**src/rtl/bcc_pkg.sv**
```systemverilog
// shared types and constants of the button click classifier
`timescale 1ns / 1ps
package bcc_pkg;

  localparam int TIME_BITS_DEF = 32;
  localparam int NOW_W         = 32;
  localparam int CFG_W         = 16;
  localparam int CFG_ADDR_W    = 5;
  localparam int CFG_DATA_W    = 32;
  localparam int EVENT_W       = 3;

  localparam logic [CFG_W-1:0] LONG_PRESS_RST      = 16'd1000;
  localparam logic [CFG_W-1:0] CLICK_WINDOW_RST    = 16'd250;
  localparam logic [CFG_W-1:0] DEBOUNCE_RST        = 16'd5;
  localparam logic [CFG_W-1:0] REPEAT_DELAY_RST    = 16'd3000;
  localparam logic [CFG_W-1:0] REPEAT_INTERVAL_RST = 16'd100;

  typedef enum logic [EVENT_W-1:0] {
    EV_NONE    = 3'd0,
    EV_PRESSED = 3'd1,
    EV_CLICK   = 3'd2,
    EV_LONG    = 3'd3,
    EV_DOUBLE  = 3'd4
  } event_t;

  typedef enum logic [2:0] {
    REG_LONG_PRESS      = 3'd0,
    REG_CLICK_WINDOW    = 3'd1,
    REG_DEBOUNCE        = 3'd2,
    REG_REPEAT_DELAY    = 3'd3,
    REG_REPEAT_INTERVAL = 3'd4
  } reg_index_t;

  typedef struct packed {
    logic [CFG_W-1:0] long_press_ms;
    logic [CFG_W-1:0] click_window_ms;
    logic [CFG_W-1:0] debounce_ms;
    logic [CFG_W-1:0] repeat_delay_ms;
    logic [CFG_W-1:0] repeat_interval_ms;
  } cfg_t;

endpackage

```
**src/rtl/bcc_sample_if.sv**
```systemverilog
// input channel: one switch sample with its timestamp
`timescale 1ns / 1ps
interface bcc_sample_if;
  logic                     valid;
  logic                     ready;
  logic                     switch_level;
  logic [bcc_pkg::NOW_W-1:0] now_ms;

  modport source (output valid, output switch_level, output now_ms, input ready);
  modport sink (input valid, input switch_level, input now_ms, output ready);
endinterface

```
**src/rtl/bcc_event_if.sv**
```systemverilog
// output channel: one event code per sample
`timescale 1ns / 1ps
interface bcc_event_if;
  logic                       valid;
  logic                       ready;
  logic [bcc_pkg::EVENT_W-1:0] event_code;

  modport source (output valid, output event_code, input ready);
  modport sink (input valid, input event_code, output ready);
endinterface

```
**src/rtl/bcc_cfg_regs.sv**
```systemverilog
// apb configuration registers of the classifier
`timescale 1ns / 1ps
module bcc_cfg_regs (
  input  logic                           clk,
  input  logic                           rst,
  input  logic                           psel,
  input  logic                           penable,
  input  logic                           pwrite,
  input  logic [bcc_pkg::CFG_ADDR_W-1:0] paddr,
  input  logic [bcc_pkg::CFG_DATA_W-1:0] pwdata,
  output logic [bcc_pkg::CFG_DATA_W-1:0] prdata,
  output logic                           pready,
  output bcc_pkg::cfg_t                  cfg
);

  bcc_pkg::reg_index_t         index;
  logic                        wr_en;
  logic [bcc_pkg::CFG_W-1:0]   wr_val;
  logic [bcc_pkg::CFG_W-1:0]   rd_val;

  // word addressed, byte lanes ignored
  assign index  = bcc_pkg::reg_index_t'(paddr[bcc_pkg::CFG_ADDR_W-1:2]);
  assign pready = 1'b1;
  assign wr_en  = psel && penable && pwrite;
  assign wr_val = pwdata[bcc_pkg::CFG_W-1:0];

  always_ff @(posedge clk) begin
    if (rst) begin
      cfg.long_press_ms      <= bcc_pkg::LONG_PRESS_RST;
      cfg.click_window_ms    <= bcc_pkg::CLICK_WINDOW_RST;
      cfg.debounce_ms        <= bcc_pkg::DEBOUNCE_RST;
      cfg.repeat_delay_ms    <= bcc_pkg::REPEAT_DELAY_RST;
      cfg.repeat_interval_ms <= bcc_pkg::REPEAT_INTERVAL_RST;
    end else if (wr_en) begin
      unique case (index)
        bcc_pkg::REG_LONG_PRESS:      cfg.long_press_ms      <= wr_val;
        bcc_pkg::REG_CLICK_WINDOW:    cfg.click_window_ms    <= wr_val;
        bcc_pkg::REG_DEBOUNCE:        cfg.debounce_ms        <= wr_val;
        bcc_pkg::REG_REPEAT_DELAY:    cfg.repeat_delay_ms    <= wr_val;
        bcc_pkg::REG_REPEAT_INTERVAL: cfg.repeat_interval_ms <= wr_val;
        default: ;
      endcase
    end
  end

  always_comb begin
    unique case (index)
      bcc_pkg::REG_LONG_PRESS:      rd_val = cfg.long_press_ms;
      bcc_pkg::REG_CLICK_WINDOW:    rd_val = cfg.click_window_ms;
      bcc_pkg::REG_DEBOUNCE:        rd_val = cfg.debounce_ms;
      bcc_pkg::REG_REPEAT_DELAY:    rd_val = cfg.repeat_delay_ms;
      bcc_pkg::REG_REPEAT_INTERVAL: rd_val = cfg.repeat_interval_ms;
      default:                      rd_val = '0;
    endcase
  end

  assign prdata = bcc_pkg::CFG_DATA_W'(rd_val);

endmodule

```
**src/rtl/bcc_classify.sv**
```systemverilog
// classifier state and the per-sample decision logic
`timescale 1ns / 1ps
module bcc_classify #(
  parameter int TIME_BITS = bcc_pkg::TIME_BITS_DEF
) (
  input  logic                        clk,
  input  logic                        rst,
  input  bcc_pkg::cfg_t               cfg,
  input  logic                        en,
  input  logic                        level,
  input  logic [bcc_pkg::NOW_W-1:0]   now_ms,
  output bcc_pkg::event_t             ev_next
);

  logic                  accepted_level, accepted_level_next;
  logic [TIME_BITS-1:0]  change_stamp, change_stamp_next;
  logic [TIME_BITS-1:0]  press_stamp, press_stamp_next;
  logic [TIME_BITS-1:0]  repeat_stamp, repeat_stamp_next;
  logic                  press_pending, press_pending_next;
  logic                  second_press_seen, second_press_seen_next;
  bcc_pkg::event_t       current_event;

  logic [TIME_BITS-1:0]  now;
  logic [TIME_BITS-1:0]  el_change, el_press, el_repeat;
  logic [TIME_BITS-1:0]  long_t, window_t, deb_t, rdelay_t, rint_t;
  logic                  changed, new_press;

  assign now       = TIME_BITS'(now_ms);
  assign long_t    = TIME_BITS'(cfg.long_press_ms);
  assign window_t  = TIME_BITS'(cfg.click_window_ms);
  assign deb_t     = TIME_BITS'(cfg.debounce_ms);
  assign rdelay_t  = TIME_BITS'(cfg.repeat_delay_ms);
  assign rint_t    = TIME_BITS'(cfg.repeat_interval_ms);

  // wrapping differences
  assign el_change = now - change_stamp;
  assign el_press  = now - press_stamp;
  assign el_repeat = now - repeat_stamp;
  assign changed   = level != accepted_level;
  assign new_press = !press_pending && accepted_level;

  always_comb begin
    accepted_level_next    = accepted_level;
    change_stamp_next      = change_stamp;
    press_stamp_next       = press_stamp;
    repeat_stamp_next      = repeat_stamp;
    press_pending_next     = press_pending;
    second_press_seen_next = second_press_seen;
    ev_next                = current_event;
    if (changed && (el_change < deb_t)) begin
      // bounce: nothing moves, last event repeats
      ev_next = current_event;
    end else begin
      if (changed) change_stamp_next = now;
      if (!level) begin
        if (press_pending && accepted_level) second_press_seen_next = 1'b1;
        if (new_press) begin
          press_stamp_next   = now;
          repeat_stamp_next  = now;
          press_pending_next = 1'b1;
        end
        // a fresh press has zero elapsed time, so no repeat yet
        if (!new_press && (el_press > rdelay_t) && (el_repeat > rint_t)) begin
          ev_next           = bcc_pkg::EV_CLICK;
          repeat_stamp_next = now;
        end else begin
          ev_next = bcc_pkg::EV_PRESSED;
        end
        accepted_level_next = 1'b0;
      end else begin
        priority if (press_pending && (el_press > long_t) && !second_press_seen) begin
          ev_next             = bcc_pkg::EV_LONG;
          accepted_level_next = 1'b1;
          press_pending_next  = 1'b0;
        end else if (press_pending && (el_press > window_t)) begin
          ev_next = second_press_seen ? bcc_pkg::EV_DOUBLE : bcc_pkg::EV_CLICK;
          accepted_level_next    = 1'b1;
          press_pending_next     = 1'b0;
          second_press_seen_next = 1'b0;
        end else if (press_pending) begin
          // inside the click window: wait for a second press
          accepted_level_next = 1'b1;
        end else begin
          ev_next = bcc_pkg::EV_NONE;
        end
      end
    end
  end

  always_ff @(posedge clk) begin
    if (rst) begin
      accepted_level    <= 1'b1;
      change_stamp      <= '0;
      press_stamp       <= '0;
      repeat_stamp      <= '0;
      press_pending     <= 1'b0;
      second_press_seen <= 1'b0;
      current_event     <= bcc_pkg::EV_NONE;
    end else if (en) begin
      accepted_level    <= accepted_level_next;
      change_stamp      <= change_stamp_next;
      press_stamp       <= press_stamp_next;
      repeat_stamp      <= repeat_stamp_next;
      press_pending     <= press_pending_next;
      second_press_seen <= second_press_seen_next;
      current_event     <= ev_next;
    end
  end

endmodule

```
**src/rtl/button_click_classifier_unit.sv**
```systemverilog
// top level of the button click classifier
`timescale 1ns / 1ps
// Classifies scan samples of an active-low button (level plus millisecond
// timestamp) into one event code per sample: none, pressed, click, long
// click or double click, with debounce and auto-repeat while held. One
// sample is taken every clock cycle while the output is not stalled; a
// result is registered once its sample moves from the input register
// through the state update into the result register, and it holds there
// for as long as the output is stalled. Stamps are kept TIME_BITS wide
// and all time differences wrap at that width. Five 16-bit registers sit
// at byte addresses 0, 4, 8, 12 and 16 of the APB port: long press, click
// window, debounce, repeat delay, repeat interval.
module button_click_classifier_unit #(
  parameter int TIME_BITS = bcc_pkg::TIME_BITS_DEF
) (
  input  logic                           clk,
  input  logic                           rst,
  bcc_sample_if.sink                     sample,
  bcc_event_if.source                    result,
  input  logic                           psel,
  input  logic                           penable,
  input  logic                           pwrite,
  input  logic [bcc_pkg::CFG_ADDR_W-1:0] paddr,
  input  logic [bcc_pkg::CFG_DATA_W-1:0] pwdata,
  output logic [bcc_pkg::CFG_DATA_W-1:0] prdata,
  output logic                           pready
);

  bcc_pkg::cfg_t               cfg;
  logic                        s1_valid;
  logic                        s1_level;
  logic [bcc_pkg::NOW_W-1:0]   s1_now;
  logic                        s1_adv;
  logic                        res_valid;
  bcc_pkg::event_t             res_code;
  bcc_pkg::event_t             ev_next;

  bcc_cfg_regs u_cfg (
    .clk     (clk),
    .rst     (rst),
    .psel    (psel),
    .penable (penable),
    .pwrite  (pwrite),
    .paddr   (paddr),
    .pwdata  (pwdata),
    .prdata  (prdata),
    .pready  (pready),
    .cfg     (cfg)
  );

  bcc_classify #(
    .TIME_BITS (TIME_BITS)
  ) u_classify (
    .clk     (clk),
    .rst     (rst),
    .cfg     (cfg),
    .en      (s1_adv),
    .level   (s1_level),
    .now_ms  (s1_now),
    .ev_next (ev_next)
  );

  // stage moves on when the result register is free or being drained
  assign s1_adv       = s1_valid && (!res_valid || result.ready);
  assign sample.ready = !s1_valid || s1_adv;

  always_ff @(posedge clk) begin
    if (rst) begin
      s1_valid <= 1'b0;
    end else if (sample.ready) begin
      s1_valid <= sample.valid;
    end
  end

  always_ff @(posedge clk) begin
    if (sample.valid && sample.ready) begin
      s1_level <= sample.switch_level;
      s1_now   <= sample.now_ms;
    end
  end

  always_ff @(posedge clk) begin
    if (rst) begin
      res_valid <= 1'b0;
    end else if (s1_adv) begin
      res_valid <= 1'b1;
    end else if (result.ready) begin
      res_valid <= 1'b0;
    end
  end

  always_ff @(posedge clk) begin
    if (s1_adv) begin
      res_code <= ev_next;
    end
  end

  assign result.valid      = res_valid;
  assign result.event_code = res_code;

  // an accepted sample always lands in the input stage
  a_stage_fill: assert property (@(posedge clk) disable iff (rst)
    (sample.valid && sample.ready) |=> s1_valid)
    else $error("accepted sample did not reach the input stage");

  // a blocked stage keeps its sample
  a_stage_hold: assert property (@(posedge clk) disable iff (rst)
    (s1_valid && !s1_adv) |=> (s1_valid && $stable(s1_now) && $stable(s1_level)))
    else $error("blocked input stage lost its sample");

  // draining the result with nothing behind it empties the output
  a_drain: assert property (@(posedge clk) disable iff (rst)
    (res_valid && result.ready && !s1_valid) |=> !res_valid)
    else $error("result repeated after transaction");

endmodule

```
**src/flat_wrapper.sv**
```systemverilog
// flat-port wrapper written by rule: the top's interface ports become plain ports
module button_click_classifier_unit_flat 
#(
  parameter int TIME_BITS = bcc_pkg::TIME_BITS_DEF
)
  (clk, rst, psel, penable, pwrite, paddr, pwdata, prdata, pready, sample_valid, sample_switch_level, sample_now_ms, sample_ready, result_valid, result_event_code, result_ready);
  bcc_sample_if sample_i ();
  bcc_event_if result_i ();
  input  logic clk;
  input  logic rst;
  input  logic psel;
  input  logic penable;
  input  logic pwrite;
  input  logic [bcc_pkg::CFG_ADDR_W-1:0] paddr;
  input  logic [bcc_pkg::CFG_DATA_W-1:0] pwdata;
  output logic [bcc_pkg::CFG_DATA_W-1:0] prdata;
  output logic pready;
  input wire logic [$bits(sample_i.valid)-1:0] sample_valid;
  input wire logic [$bits(sample_i.switch_level)-1:0] sample_switch_level;
  input wire logic [$bits(sample_i.now_ms)-1:0] sample_now_ms;
  output wire logic [$bits(sample_i.ready)-1:0] sample_ready;
  output wire logic [$bits(result_i.valid)-1:0] result_valid;
  output wire logic [$bits(result_i.event_code)-1:0] result_event_code;
  input wire logic [$bits(result_i.ready)-1:0] result_ready;
  assign sample_i.valid = sample_valid;
  assign sample_i.switch_level = sample_switch_level;
  assign sample_i.now_ms = sample_now_ms;
  assign sample_ready = sample_i.ready;
  assign result_valid = result_i.valid;
  assign result_event_code = result_i.event_code;
  assign result_i.ready = result_ready;
  button_click_classifier_unit #(.TIME_BITS(TIME_BITS)) u_core (.clk(clk), .rst(rst), .sample(sample_i), .result(result_i), .psel(psel), .penable(penable), .pwrite(pwrite), .paddr(paddr), .pwdata(pwdata), .prdata(prdata), .pready(pready));
endmodule
```
**config.mk**
```make
export PLATFORM = sky130hd
export DESIGN_NAME = button_click_classifier_unit_flat
export DESIGN_NICKNAME = d
export VERILOG_FILES = /design/src/rtl/bcc_pkg.sv /design/src/rtl/bcc_sample_if.sv /design/src/rtl/bcc_event_if.sv /design/src/rtl/bcc_cfg_regs.sv /design/src/rtl/bcc_classify.sv /design/src/rtl/button_click_classifier_unit.sv /design/src/flat_wrapper.sv
export SDC_FILE = /design/constraint.sdc
export NUM_CORES = 1
export LEC_CHECK = 0
export ABC_AREA = 0
export BUFFER_PORTS_ARGS = -buffer_cell sky130_fd_sc_hd__buf_2
export CORE_MARGIN = 10
export CORE_UTILIZATION = 62
export DETAILED_ROUTE_END_ITERATION = 8
export PLACE_DENSITY = 0.82
export SYNTH_ARGS = -nofsm -noshare
export SYNTH_HDL_FRONTEND = slang
export SYNTH_SLANG_ARGS = --single-unit
```
**constraint.sdc**
```tcl
create_clock -name clk -period 5.1 [get_ports clk]
set_input_delay 1.275 -clock clk [delete_from_list [all_inputs] [get_ports clk]]
set_output_delay 1.275 -clock clk [all_outputs]
set_load 0.01 [all_outputs]
```
==> results of run 1 <==
==> registers in the layout, summed over array words and instances (netlist names) <==
signal and flops:
u_core.u_classify.press_pending 1, u_core.u_classify.press_stamp 32, u_core.result.valid 1, u_core.s1_now 32
u_core.u_classify.repeat_stamp 32, u_core.s1_level 1, u_core.u_classify.change_stamp 32, u_core.s1_valid 1
u_core.u_classify.accepted_level 1, u_core.u_cfg.cfg 80, u_core.u_classify.second_press_seen 1, u_core.result.event_code 3
u_core.u_classify.current_event 3
==> synth_stat cells (11+ instances only) <==
| cell type | number |
|---|---|
| edfxtp_1 | 36 |
| nor2_1 | 146 |
| a211oi_1 | 17 |
| xor2_1 | 33 |
| buf_4 | 20 |
| ha_1 | 172 |
| a21o_1 | 39 |
| nand4_1 | 42 |
| o21ai_1 | 11 |
| nor3_1 | 23 |
| a21oi_1 | 187 |
| o211ai_1 | 41 |
| o21ai_0 | 85 |
| or3_1 | 12 |
| a22oi_1 | 31 |
| nand2b_1 | 14 |
| nand3_1 | 30 |
| o22ai_1 | 20 |
| xnor2_1 | 46 |
| nand2_1 | 323 |
| clkbuf_1 | 72 |
| o21a_1 | 18 |
| inv_1 | 194 |
| nor2b_1 | 14 |
| mux2i_1 | 101 |
| a31oi_1 | 15 |
| dfxtp_1 | 184 |
==> layout make-up <==
| cell class | instances | area [um^2] | area share |
|---|---|---|---|
| flip-flops and latches | 220 | 4765 | 0.2546 |
| well taps | 335 | 419.2 | 0.02240 |
| multi-input cells | 1577 | 10660 | 0.5695 |
| clock inverters | 9 | 81.33 | 0.004346 |
| clock buffers | 40 | 815.8 | 0.04360 |
| inverters | 194 | 728.2 | 0.03892 |
| repair buffers | 171 | 1246 | 0.06660 |
==> timing repair <==
item                       CTS  global route
pin swaps                   21            19
resized for setup           23            25
cloned                       3             3
buffers inserted             8             5
setup endpoints to repair   71            73
==> power by group <==
group,internal [uW],leakage [uW],switching (uW)
Clock,1160,0.000450,766
Combinational,571,0.00523,852
Sequential,1820,0.00184,52.6
Total,3550,0.00752,1670
==> critical path, delay by kind of cell (launching register included) <==
family	cells	cell delay (ns)
compound gates	8	1.67
simple gates	7	0.95
buf+inv	7	0.91
fa+ha+maj	3	0.79
flops	1	0.42
mux	1	0.19
xor+xnor	1	0.09
==> cell families after synthesis <==
family	Yosys count	synth area share
AOI/OAI and AO/OA	543	0.2106
muxes	108	0.06706
and+or+nand+nor	655	0.1794
other	2	0.0004574
buffers and inverters	301	0.07537
xor gates and xnor gates	79	0.04214
DFF	220	0.2902
adders and majority gates	175	0.1347
==> metal layers <==
| metal | wire [um] | share of wire | vias to the layer above | GRT usage |
|---|---|---|---|---|
| met5 | 0 | 0 | - | 0 |
| met4 | 1584 | 0.031 | 0 | 0.09437 |
| met3 | 4702 | 0.093 | 121 | 0.05846 |
| met2 | 22850 | 0.45 | 687 | 0.4650 |
| met1 | 21550 | 0.43 | 7432 | 0.3785 |
| li1 | - | - | 7523 | - |
==> through the flow <==
stage,setup TNS [ns],std cells,util
after floorplan,0,2098,-
after global placement,-0.7926,2479,0.6674
after CTS,-1.432,2539,0.7109
final,0,2546,0.7181
after global routing,-10.04,2546,0.7181
after detailed placement,-9.270,2479,0.6674
==> worst min-delay path by stage <==
stage | startpoint | end | slack (ns) | depth (start not counted)
after floorplan | u_core.u_classify.repeat_stamp[10] | u_core.u_classify.repeat_stamp[10] | 0.43 | 2
after global placement | u_core.u_classify.repeat_stamp[14] | u_core.u_classify.repeat_stamp[14] | 0.44 | 2
after detailed placement | u_core.u_classify.repeat_stamp[13] | u_core.u_classify.repeat_stamp[13] | 0.45 | 2
after CTS | u_core.u_cfg.cfg[41] | u_core.u_cfg.cfg[41] | 0.46 | 2
after global routing | u_core.u_classify.repeat_stamp[10] | u_core.u_classify.repeat_stamp[10] | 0.47 | 2
final | u_core.u_cfg.cfg[41] | u_core.u_cfg.cfg[41] | 0.45 | 2
==> flow_metrics.py, run 1 <==
metrics = {
    "outcome": {
        "status": "finished, final reports clean",
    },
    "route": {
        "drc": 0,
        "drt-total-wl_mm": 50.69,
        "detail-route-antenna-nets": 0,
        "firstDrtPassIters": 7,
        "vias_per_cell": 6.191,
        "vias": 15760,
        "wl_per_cell_um": 19.91,
        "first_iter_violations": 1433,
    },
    "yosys": {
        "postSynthCellCount": 2083,
        "ys_ff_latch": 220,
        "netlist_area_um2": 16420,
        "async_reset_ff_frac": 0,
        "synth-seq-area-share": 0.2902,
        "synth.distinct_cells": 87,
        "yosys_warnings": 0,
        "yosys.area.top_type": "dfxtp_1",
        "synth_top_area_frac": 0.2244,
        "netlist_top_cells_area": "dfxtp_1 22%, ha_1 13%, nand2_1 7.4%, edfxtp_1 6.6%, mux2i_1 6.2%",
        "synth_edf_count": 36,
        "synth_ff_type": "dfxtp_1",
        "avgSynthCellArea_um2": 7.882,
    },
    "layout": {
        "design_area_um2": 18710,
        "layout_commonest_cell": "nand2_1",
        "final_layout_size_suffix_gt1_frac": 0.1262,
        "final_cell_mix": "322 x nand2_1, 191 x inv_1, 184 x dfxtp_1",
        "fillCellCount": 2070,
        "nNetsFinal": 2443,
        "n_antenna_cell": 0,
        "syn_to_final_growth_pct": 13.97,
    },
    "critical_path": {
        "r2r_cells": 27,
        "critPathSlowestCell": "edfxtp_1",
        "crit_path_end": "u_core.u_classify.repeat_stamp[26]",
        "path_class": "flop to flop",
        "cp-startpoint": "u_core.s1_now[0]",
        "start_kind": "flop",
        "reg2reg_to": "u_core.u_classify.repeat_stamp[26]",
        "crit_path_max_incr_delay_ns": 0.42,
        "cp.arrival_ns": 5.57,
        "r2r_slack_ns": 0.01,
        "crit_required_ns": 5.58,
        "critPathMaxFanout": 8,
        "cp-end-kind": "flop",
        "r2r-start": "u_core.s1_now[0]",
    },
    "pwr": {
        "power.total_uw": 5219,
        "vdd_ir_drop_max_uv": 324.9,
        "power.density_nw_per_um2": 278.9,
        "leakagePower_uw": 0.007517,
    },
    "global_route": {
        "antenna_found_initial": 0,
        "grt_pass1_vias": 15100,
        "track_usage": 0.2882,
        "grt_pass1_wl_mm": 79.15,
        "grt_overflow": 0,
        "grt_max_degree": 81,
    },
    "clock_tree": {
        "cts_max_level": 1,
        "clock_sinks": 220,
        "cts_tree": "done",
        "root_buffer": "clkbuf_16",
        "postCtsHoldBufs": 0,
        "cts_made_buffers": 27,
        "path_clk_slew_ns": 0.06,
        "cts_buffer_depth": 3,
        "clk-insertion-delay-late_ns": 0.55,
    },
    "sta": {
        "drv_slew": 0,
        "grt_setup_unrepaired": "true",
        "worst_slack_ns": 0.01182,
        "setup_violations": 0,
        "whs_ns": 0.4538,
        "tightest_slew_ns": 1.090,
        "layout_min_cycle_time_ns": 5.088,
        "clock.fmax_ghz": 0.1965,
        "fin_skew_ns": 0.02012,
        "relSlewSlack": 0.2734,
        "finalCritPeriodShare": 0.9977,
        "finalHoldViolCount": 0,
    },
    "die": {
        "num_rows": 59,
        "die_x_um": 182.7,
        "die_h_um": 182.7,
        "start_util": 0.6300,
        "pin_count": 115,
        "fp.dieArea_um2": 33390,
        "core_area_um2": 26060,
    },
    "placement": {
        "dp_hpwl_mm": 37.49,
        "place.gp.congestion": 0.9841,
        "placed_area_um2": 17390,
        "dp_slack_ns": -0.2155,
        "port_buffers": 79,
    },
    "min_path": {
        "min_path_type": "flop to flop",
    },
    "flow_run": {
        "drv_cap": 0,
    },
}
Power figures use the tool's default switching activity.
==> run 2: changes to the inputs <==
--- a/config.mk
+++ b/config.mk
@@ -6,7 +6,7 @@
 export NUM_CORES = 1
 export LEC_CHECK = 0
 export ABC_AREA = 0
-export BUFFER_PORTS_ARGS = -buffer_cell sky130_fd_sc_hd__buf_2
+export BUFFER_PORTS_ARGS = -buffer_cell sky130_fd_sc_hd__buf_4
 export CORE_MARGIN = 10
 export CORE_UTILIZATION = 62
 export DETAILED_ROUTE_END_ITERATION = 8
==> run 2 against run 1 <==
  * Via count is 0.78% lower
  * Non-clock buffer count is 10 lower
  * Critical path depth is 1 lower
  * Clock-buffer cell count stayed put
  * Critical endpoint is now u_core.u_classify.repeat_stamp[31]
  * Highest routed layer unchanged
==> flow_metrics.py, run 2 (synthesized netlist as in run 1, its figures left out) <==
metrics = {
    "sta": {
        "worst_slack_ns": 0.0007678,
        "tightest_slew_ns": 1.018,
        "drv_slew": 0,
        "grt_setup_unrepaired": "true",
        "fin_skew_ns": 0.01945,
        "finalCritPeriodShare": 0.9998,
        "setup_violations": 0,
        "finalSetupTns_ns": 0,
        "clock.fmax_ghz": 0.1961,
        "finalHoldViolCount": 0,
        "layout_min_cycle_time_ns": 5.099,
        "relSlewSlack": 0.3212,
    },
    "layout": {
        "largest_register_ff_count": 80,
        "regMostFlops": "u_core.u_cfg.cfg",
        "multiInputGateArea_um2": 10640,
        "register_area_um2": 4765,
        "fillCellCount": 2094,
        "nNetsFinal": 2432,
        "final_cell_mix": "322 x nand2_1, 191 x inv_1, 184 x dfxtp_1",
        "layout_commonest_cell": "nand2_1",
        "n_antenna_cell": 0,
        "syn_to_final_growth_pct": 14.18,
        "final_layout_size_suffix_gt1_frac": 0.1205,
    },
    "min_path": {
        "hold_depth": 2,
        "min_path_type": "flop to flop",
    },
    "pwr": {
        "intPower_uw": 3559,
        "p_switching_uw": 1638,
        "vdd_ir_drop_max_uv": 305.8,
        "clkPwrFrac": 0.365,
        "power_frac_comb": 0.273,
        "seqPwrFrac": 0.361,
        "p_sw_frac": 0.3152,
        "leakagePower_uw": 0.007498,
        "power.density_nw_per_um2": 277.3,
    },
    "global_route": {
        "antenna_found_initial": 0,
        "grt_pass1_vias": 14980,
        "grt_max_degree": 81,
        "grt_pass1_wl_mm": 77.43,
        "track_usage": 0.2819,
        "grt_overflow": 0,
    },
    "critical_path": {
        "crit_top_cell": "a31oi_1",
        "path_class": "flop to flop",
        "crit_required_ns": 5.57,
        "crit_family": "compound AO/OA/AOI/OAI gates",
        "critPathMaxFanout": 8,
        "start_kind": "flop",
        "r2r_cells": 26,
        "critPathSlowestCell": "edfxtp_1",
        "path_buf_inv": 5,
        "path_depth": 26,
        "cp-end-kind": "flop",
        "cp.arrival_ns": 5.57,
        "crit_path_max_incr_delay_ns": 0.43,
    },
    "die": {
        "pin_count": 115,
        "die_x_um": 182.7,
        "num_rows": 59,
        "start_util": 0.6300,
        "fp.dieArea_um2": 33390,
        "die_h_um": 182.7,
        "core_area_um2": 26060,
    },
    "route": {
        "drt-total-wl_mm": 49.77,
        "vias": 15640,
        "vias_per_cell": 6.172,
        "detail-route-antenna-nets": 0,
        "first_iter_violations": 1453,
        "drc": 0,
        "wl_per_cell_um": 19.64,
        "firstDrtPassIters": 8,
    },
    "placement": {
        "port_buffers": 79,
        "dp_slack_ns": -0.2776,
        "place.gp.congestion": 0.9904,
        "dp_hpwl_mm": 37.63,
    },
    "clock_tree": {
        "path_clk_slew_ns": 0.06,
        "postCtsHoldBufs": 0,
        "clock_sinks": 220,
        "cts_max_level": 1,
        "cts_buffer_depth": 3,
        "cts_made_buffers": 26,
        "cts_tree": "done",
        "clk-insertion-delay-late_ns": 0.54,
        "root_buffer": "clkbuf_16",
    },
    "flow_run": {
        "drv_cap": 0,
    },
    "outcome": {
        "status": "finished, final reports clean",
    },
}
-- run 2: power by group through the flow --
| stage | logic (uW) | clock network (uW) | registers [uW] |
|---|---|---|---|
| after floorplan | 943 | 0 | 1890 |
| after global placement | 1310 | 0 | 1910 |
| after detailed placement | 1340 | 0 | 1910 |
| after CTS | 1370 | 1910 | 1870 |
| after global routing | 1570 | 1970 | 1880 |
| final | 1420 | 1900 | 1880 |
-- run 2: layout make-up --
class                           count  share of cell area
Inverter                          194             0.03898
Clock buffer                       40             0.04185
Sequential cell                   220              0.2542
Multi-Input combinational cell   1577              0.5676
Clock inverter                      7            0.004805
Tap cell                          335             0.02236
Timing Repair Buffer              161             0.07028
-- run 2: path summary, 6_finish.rpt --
kind	end	startpoint	slack (ns)
worst max-delay path	u_core.u_classify.repeat_stamp[31]	u_core.s1_now[0]	0.0008
worst min-delay path	u_core.u_cfg.cfg[44]	u_core.u_cfg.cfg[44]	0.45
worst min register to register	u_core.u_cfg.cfg[44]	u_core.u_cfg.cfg[44]	0.45
worst max register to register	u_core.u_classify.repeat_stamp[31]	u_core.s1_now[0]	0.0008
-- run 2: repair_timing --
action	in CTS	in global routing
setup endpoints to repair	83	105
pin swaps	12	21
endpoints found under the hold margin	0	0
buffers inserted	1	11
gates resized for setup	21	25
gates cloned	1	2
-- run 2: worst register-to-register path, delay by kind of cell, from the launching register on --
family          cells  cell delay, ns
simple gates        7            1.08
buf+inv             5            0.65
compound gates      9            1.75
fa+ha+maj           3            0.82
flops               1            0.43
mux                 1            0.20
xor+xnor            1            0.11
-- run 2: stage by stage --
stage          cell area, um^2  utilization  std cells  hold slack (ns)  power, uW
2_1_floorplan            16470            -       2098           0.4347       2836
3_3_place_gp             17580       0.6747       2475           0.4427       3213
3_5_place_dp             17580       0.6747       2475           0.4479       3250
4_1_cts                  18580       0.7130       2524           0.4558       5154
5_1_grt                  18750       0.7194       2534           0.4688       5421
6_report                 18750       0.7194       2534           0.4522       5198
-- run 2: routing by layer --
metal	part of all wire	track usage
met1	0.43	0.3802
met2	0.46	0.4587
met3	0.088	0.04291
met4	0.026	0.07940
met5	0	0
